## src/hw/rtl/bsc_pkg.sv

```systemverilog
// ----------------------------------------------------------------------------
// bsc_pkg
// Types, register indexes and helpers for the barometric compensation block.
// ----------------------------------------------------------------------------
package bsc_pkg;

  localparam int DW = 32;

  localparam logic [31:0] C_T_OFFS   = 32'd4000;
  localparam logic [31:0] C_B7_SCALE = 32'd50000;
  localparam logic [31:0] C_B4_OFFS  = 32'd32768;
  localparam logic [31:0] C_P_SQ     = 32'd3038;
  localparam logic [31:0] C_P_LIN    = 32'd7357;
  localparam logic [31:0] C_P_OFFS   = 32'd3791;

  typedef enum logic [2:0] {
    CFG_AC1_AC2 = 3'd0,
    CFG_AC3_AC4 = 3'd1,
    CFG_AC5_AC6 = 3'd2,
    CFG_B1_B2   = 3'd3,
    CFG_MC_MD   = 3'd4,
    CFG_OSS     = 3'd5
  } bsc_cfg_idx_t;

  typedef struct packed {
    logic [15:0] raw_temp;
    logic [23:0] raw_press;
  } bsc_in_t;

  typedef struct packed {
    logic signed [31:0] temp_tenths;
    logic signed [31:0] press_pa;
    logic               divide_fault;
  } bsc_out_t;

  function automatic logic [31:0] sx16(input logic [15:0] v);
    return {{16{v[15]}}, v};
  endfunction

  function automatic logic [31:0] asr32(input logic [31:0] x, input logic [4:0] n);
    return $unsigned($signed(x) >>> n);
  endfunction

  // low 32 bits of a product; identical for signed and unsigned operands
  function automatic logic [31:0] mul32(input logic [31:0] a, input logic [31:0] b);
    return a * b;
  endfunction

endpackage

```

## src/hw/rtl/bsc_udiv.sv

```systemverilog
// ----------------------------------------------------------------------------
// bsc_udiv
// Pipelined unsigned restoring divider, one quotient bit per stage, with
// side-band data carried alongside.
// ----------------------------------------------------------------------------
module bsc_udiv #(
  parameter int PW = 8
) (
  input  logic                 clk,
  input  logic                 rst_n,
  input  logic                 en,
  input  logic                 in_vld,
  input  logic [bsc_pkg::DW-1:0] dividend,
  input  logic [bsc_pkg::DW-1:0] divisor,
  input  logic [PW-1:0]        pass_in,
  output logic                 out_vld,
  output logic [bsc_pkg::DW-1:0] quot,
  output logic [PW-1:0]        pass_out
);
  import bsc_pkg::*;

  logic [DW-1:0] rem_r  [1:DW];
  logic [DW-1:0] dq_r   [1:DW];
  logic [DW-1:0] dvs_r  [1:DW];
  logic [PW-1:0] pass_r [1:DW];
  logic          vld_r  [1:DW];

  for (genvar k = 1; k <= DW; k++) begin : g_stage
    logic [DW-1:0] rem_p, dq_p, dvs_p;
    logic [PW-1:0] pass_p;
    logic          vld_p;
    logic [DW:0]   sh, df;

    if (k == 1) begin : g_first
      assign rem_p  = '0;
      assign dq_p   = dividend;
      assign dvs_p  = divisor;
      assign pass_p = pass_in;
      assign vld_p  = in_vld;
    end else begin : g_next
      assign rem_p  = rem_r[k-1];
      assign dq_p   = dq_r[k-1];
      assign dvs_p  = dvs_r[k-1];
      assign pass_p = pass_r[k-1];
      assign vld_p  = vld_r[k-1];
    end

    assign sh = {rem_p, dq_p[DW-1]};
    assign df = sh - {1'b0, dvs_p};

    always_ff @(posedge clk) begin
      if (!rst_n) begin
        vld_r[k] <= 1'b0;
      end else if (en) begin
        vld_r[k] <= vld_p;
      end
    end

    always_ff @(posedge clk) begin
      if (en) begin
        rem_r[k]  <= df[DW] ? sh[DW-1:0] : df[DW-1:0];
        dq_r[k]   <= {dq_p[DW-2:0], ~df[DW]};
        dvs_r[k]  <= dvs_p;
        pass_r[k] <= pass_p;
      end
    end
  end

  assign out_vld  = vld_r[DW];
  assign quot     = dq_r[DW];
  assign pass_out = pass_r[DW];

endmodule

```

## config.mk

```make
export PLATFORM = sky130hd
export DESIGN_NAME = bsc_udiv
export DESIGN_NICKNAME = d
export VERILOG_FILES = /design/src/hw/rtl/bsc_pkg.sv /design/src/hw/rtl/bsc_udiv.sv
export SDC_FILE = /design/constraint.sdc
export NUM_CORES = 2
export LEC_CHECK = 0
export BUFFER_PORTS_ARGS = -buffer_cell sky130_fd_sc_hd__buf_2
export CAP_MARGIN = 20
export CORE_ASPECT_RATIO = 0.8
export CORE_UTILIZATION = 58
export CTS_CLUSTER_DIAMETER = 120
export DETAILED_ROUTE_END_ITERATION = 12
export GPL_ROUTABILITY_DRIVEN = 0
export GPL_TIMING_DRIVEN = 0
export PLACE_DENSITY = 0.77
export SLEW_MARGIN = 20
export SYNTH_ARGS = -nofsm -noshare
export SYNTH_HDL_FRONTEND = slang
export SYNTH_SLANG_ARGS = --single-unit
```

## constraint.sdc

```tcl
create_clock -name clk -period 3.8 [get_ports clk]
set_clock_uncertainty 0.05 [all_clocks]
set_input_delay 0.76 -clock clk [delete_from_list [all_inputs] [get_ports clk]]
set_output_delay 0.76 -clock clk [all_outputs]
set_load 0.1 [all_outputs]
```

==> flow_metrics.py <==
metrics = {
    "routing": {
        "wire_per_inst_um": 20.08,
        "viasPerCell": 5.942,
        "routed_wl_um": 341700,
        "dr.pass1.iters": 9,
        "post-route-drc-count": 0,
        "antenna_left": 0,
        "vias": 101100,
        "drtIter0Drc": 9538,
    },
    "finish": {
        "area_delta_synth_final_pct": 17.62,
        "fin_nets": 14210,
        "final_util_pct": 68.80,
        "drive_gt1_share_pct": 18.68,
    },
    "outcome": {
        "failed_checks": "negative setup slack",
        "outcome": "complete, but fails checks",
    },
    "placed_design": {
        "hpwlAfterDp_um": 225300,
        "dpl_worst_slack_ps": -2402,
        "io_buffer_count": 116,
    },
    "synthesis": {
        "syn_area_um2": 161100,
        "synth_top_cell_area_share_pct": 61.43,
        "synthFlopType": "edfxtp_1",
        "yosys_warnings": 0,
        "syn_inst": 12080,
        "seq_area_frac_synth_pct": 61.43,
        "synth_cell_types": 94,
        "yosys.area.top_type": "edfxtp_1",
        "synth-edff-count": 3296,
        "syn_avg_cell_area_um2": 13.34,
        "synth.area.top_cells": "edfxtp_1 (61%), ha_1 (7.7%), mux2_2 (5.0%)",
        "async_flop_share_pct": 0,
        "synth-seq-cells": 3296,
    },
    "die": {
        "die_w_um": 591.3,
        "core-area_um2": 275500,
        "boundaryPins": 117,
        "die_area_um2": 279900,
        "num_rows": 172,
        "initial_core_util_pct": 58.49,
        "die_height_um": 473.4,
    },
    "setup_path": {
        "cp_data_arrival_time_ps": 5000,
        "slowest_stage": "edfxtp_1",
        "crit_type": "reg -> reg",
        "cp-start-kind": "flip-flop",
        "max_stage_delay_ps": 600,
        "cp_max_fo": 5,
        "cp-end-kind": "flip-flop",
        "crit_required_ps": 4360,
        "cp_common_cell": "buf_12",
        "worstPathCellList": "inv_2 -> ha_4 -> fa_2 -> nor2b_2 -> o31a_1 -> nor4_4 -> nor2_2 -> a21oi_4 -> o31ai_4 -> or4b_4 -> a31o_4 -> a311oi_4 -> xnor2_4 -> buf_12 -> buf_6 -> buf_12 -> mux2_4",
    },
    "pwr": {
        "p_per_area_nw_per_um2": 962.6,
        "leakagePower_nw": 77.43,
        "ir_worst_vdd_uv": 649.0,
    },
    "clock_tree": {
        "tritoncts": "done",
        "cts-root-buf": "clkbuf_16",
        "h-tree-depth": 5,
        "path_clk_slew_ps": 60,
        "cts_made_buffers": 325,
        "cts_sinks": 3296,
        "clk_path_buf_depth": 4,
        "clk_latency_ps": 890,
    },
    "global_routing": {
        "antenna_found_initial": 10,
        "grt-ovfl-total": 0,
        "grt_pass1_wl_um": 525000,
        "grt_max_degree": 163,
        "track_usage_pct": 23.36,
        "first_global_vias": 98140,
    },
    "hold_path": {
        "worstHoldPathType": "in -> reg",
    },
    "sta": {
        "hold_violations": 0,
        "period_share_pct": 116.9,
        "finalSetupViolCount": 411,
        "worst_slack_ps": -644.1,
        "final-max-slew-violation-count": 0,
        "timing.fmax_mhz": 225.0,
        "period_needed_ps": 4444,
        "setup_tns_ps": -78240,
        "whs_ps": 81.87,
        "tightest_slew_ps": 935.9,
        "worst_slew_margin_rel_pct": 37.61,
        "rsz0062_at_grt": "true",
    },
    "flow_run": {
        "drv_cap": 0,
    },
}
==> sequential cells by signal, summed over array words and instances, names as in the netlist <==
name	count
dq_r	1024
dvs_r	992
rem_r	992
pass_r	256
vld_r	32
==> layout make-up <==
cell class / count / area (um2)
Antenna cell: 4 / 10.01
Sequential cell: 3296 / 98970
Buffer: 216 / 1909
Multi-Input combinational cell: 7328 / 61610
Clock inverter: 199 / 2069
Fill cell: 17520 / 85950
Tap cell: 3654 / 4572
Inverter: 1230 / 4632
Clock buffer: 378 / 8523
Timing Repair Buffer: 712 / 7209
==> where the power goes <==
group / total, W / leakage [nW] / switching (W) / internal, W
Sequential: 0.0573 / 32.3 / 0.00513 / 0.0521
Combinational: 0.0930 / 40.0 / 0.0455 / 0.0475
Clock: 0.0321 / 5.15 / 0.0134 / 0.0187
==> stage by stage <==
step	total power, W	cell area [um2]	std cells
floorplan	0.1080	161200	12090
global placement	0.1220	166400	15860
detailed placement	0.1255	167000	15880
CTS	0.1727	185500	16840
global route	0.1912	189500	17020
finish	0.1824	189500	17020
==> critical path, delay by kind of cell, from the launching register on <==
family                     cells  cell delay, ps
AOI/OAI and AO/OA              5            1220
xor gates and xnor gates       1             210
adders and majority gates      2             350
buffers and inverters          4             550
DFF                            1             600
muxes                          1             300
and+or+nand+nor                4             880
==> path summary, 6_finish.rpt <==
check	slack (ps)	from	to	cells after the start
max	-640	dq_r[3][159]	rem_r[0][952]	17
min	80	dividend[17]	dq_r[0][50]	1
max reg2reg	-640	dq_r[3][159]	rem_r[0][952]	17
min reg2reg	330	dq_r[2][157]	dq_r[2][190]	0
==> layout by cell type, fill, tap and decap left out, types with 80 or more instances in the layout <==
cell / instances
clkbuf_16: 362
buf_6: 80
nand2_1: 510
nor2_1: 417
and3_1: 102
o21a_1: 176
xor2_1: 257
buf_2: 119
nor2b_1: 124
inv_1: 1198
edfxtp_1: 3296
nand2b_1: 123
ha_1: 936
buf_4: 350
a21o_1: 538
xnor2_1: 549
a21oi_1: 750
o21bai_1: 88
o21ai_0: 442
nand4_1: 96
nand3_1: 172
mux2_4: 474
clkbuf_1: 161
mux2_2: 270
==> synth_stat cells (16+ instances only) <==
cell       instances
edfxtp_1        3296
inv_1           1230
ha_1             993
a21oi_1          808
mux2_2           717
xnor2_1          565
o21ai_0          555
a21o_1           538
nand2_1          525
nor2_1           431
xor2_1           266
o21a_1           177
nand3_1          175
clkbuf_1         173
nor2b_1          143
nand2b_1         126
and3_1           103
a31oi_1           97
nand4_1           96
o21bai_1          88
mux2i_1           67
nor3_1            61
buf_2             51
o211ai_1          51
a211oi_1          49
o31ai_1           49
o31a_1            45
or3_1             42
and4_1            36
and2_1            35
a221oi_1          30
fa_1              30
a211o_1           29
mux2_4            27
a21boi_0          26
o2111ai_1         21
a41oi_1           20
a31o_2            19
nand3b_1          19
o21ai_1           18
a2111oi_0         16
o2111a_1          16
==> metal layers <==
metal	GRT usage (%)	part of all wire, %	up-vias
met5	0	0.0079	-
met1	33.23	43	48760
li1	-	-	47010
met2	36.67	45	4393
met3	3.907	8.2	953
met4	7.843	3.7	6
==> repair_timing <==
item | in CTS | in global routing
resized for setup | 981 | 727
setup endpoints to repair | 1941 | 1186
hold endpoints to repair | 69 | 0
pin swaps | 194 | 273
setup buffers | 280 | 199
cloned | 35 | 20
hold buffers | 69 | 0
==> kinds of logic (layout without fill, tap and decap cells) <==
group | Yosys count | count (layout) | synth area share (%)
AO/OA/AOI/OAI | 2794 | 2794 | 11.16
XOR/XNOR | 832 | 832 | 4.527
adder cells (fa/ha/maj) | 1023 | 1023 | 8.084
buffers and inverters | 1467 | 2735 | 3.478
flip-flops | 3296 | 3296 | 61.43
multiplexers | 811 | 811 | 5.679
other | 1 | 19 | 0.002327
AND/OR/NAND/NOR | 1852 | 1853 | 5.638
No activity file was read; power rests on OpenSTA's default activity.
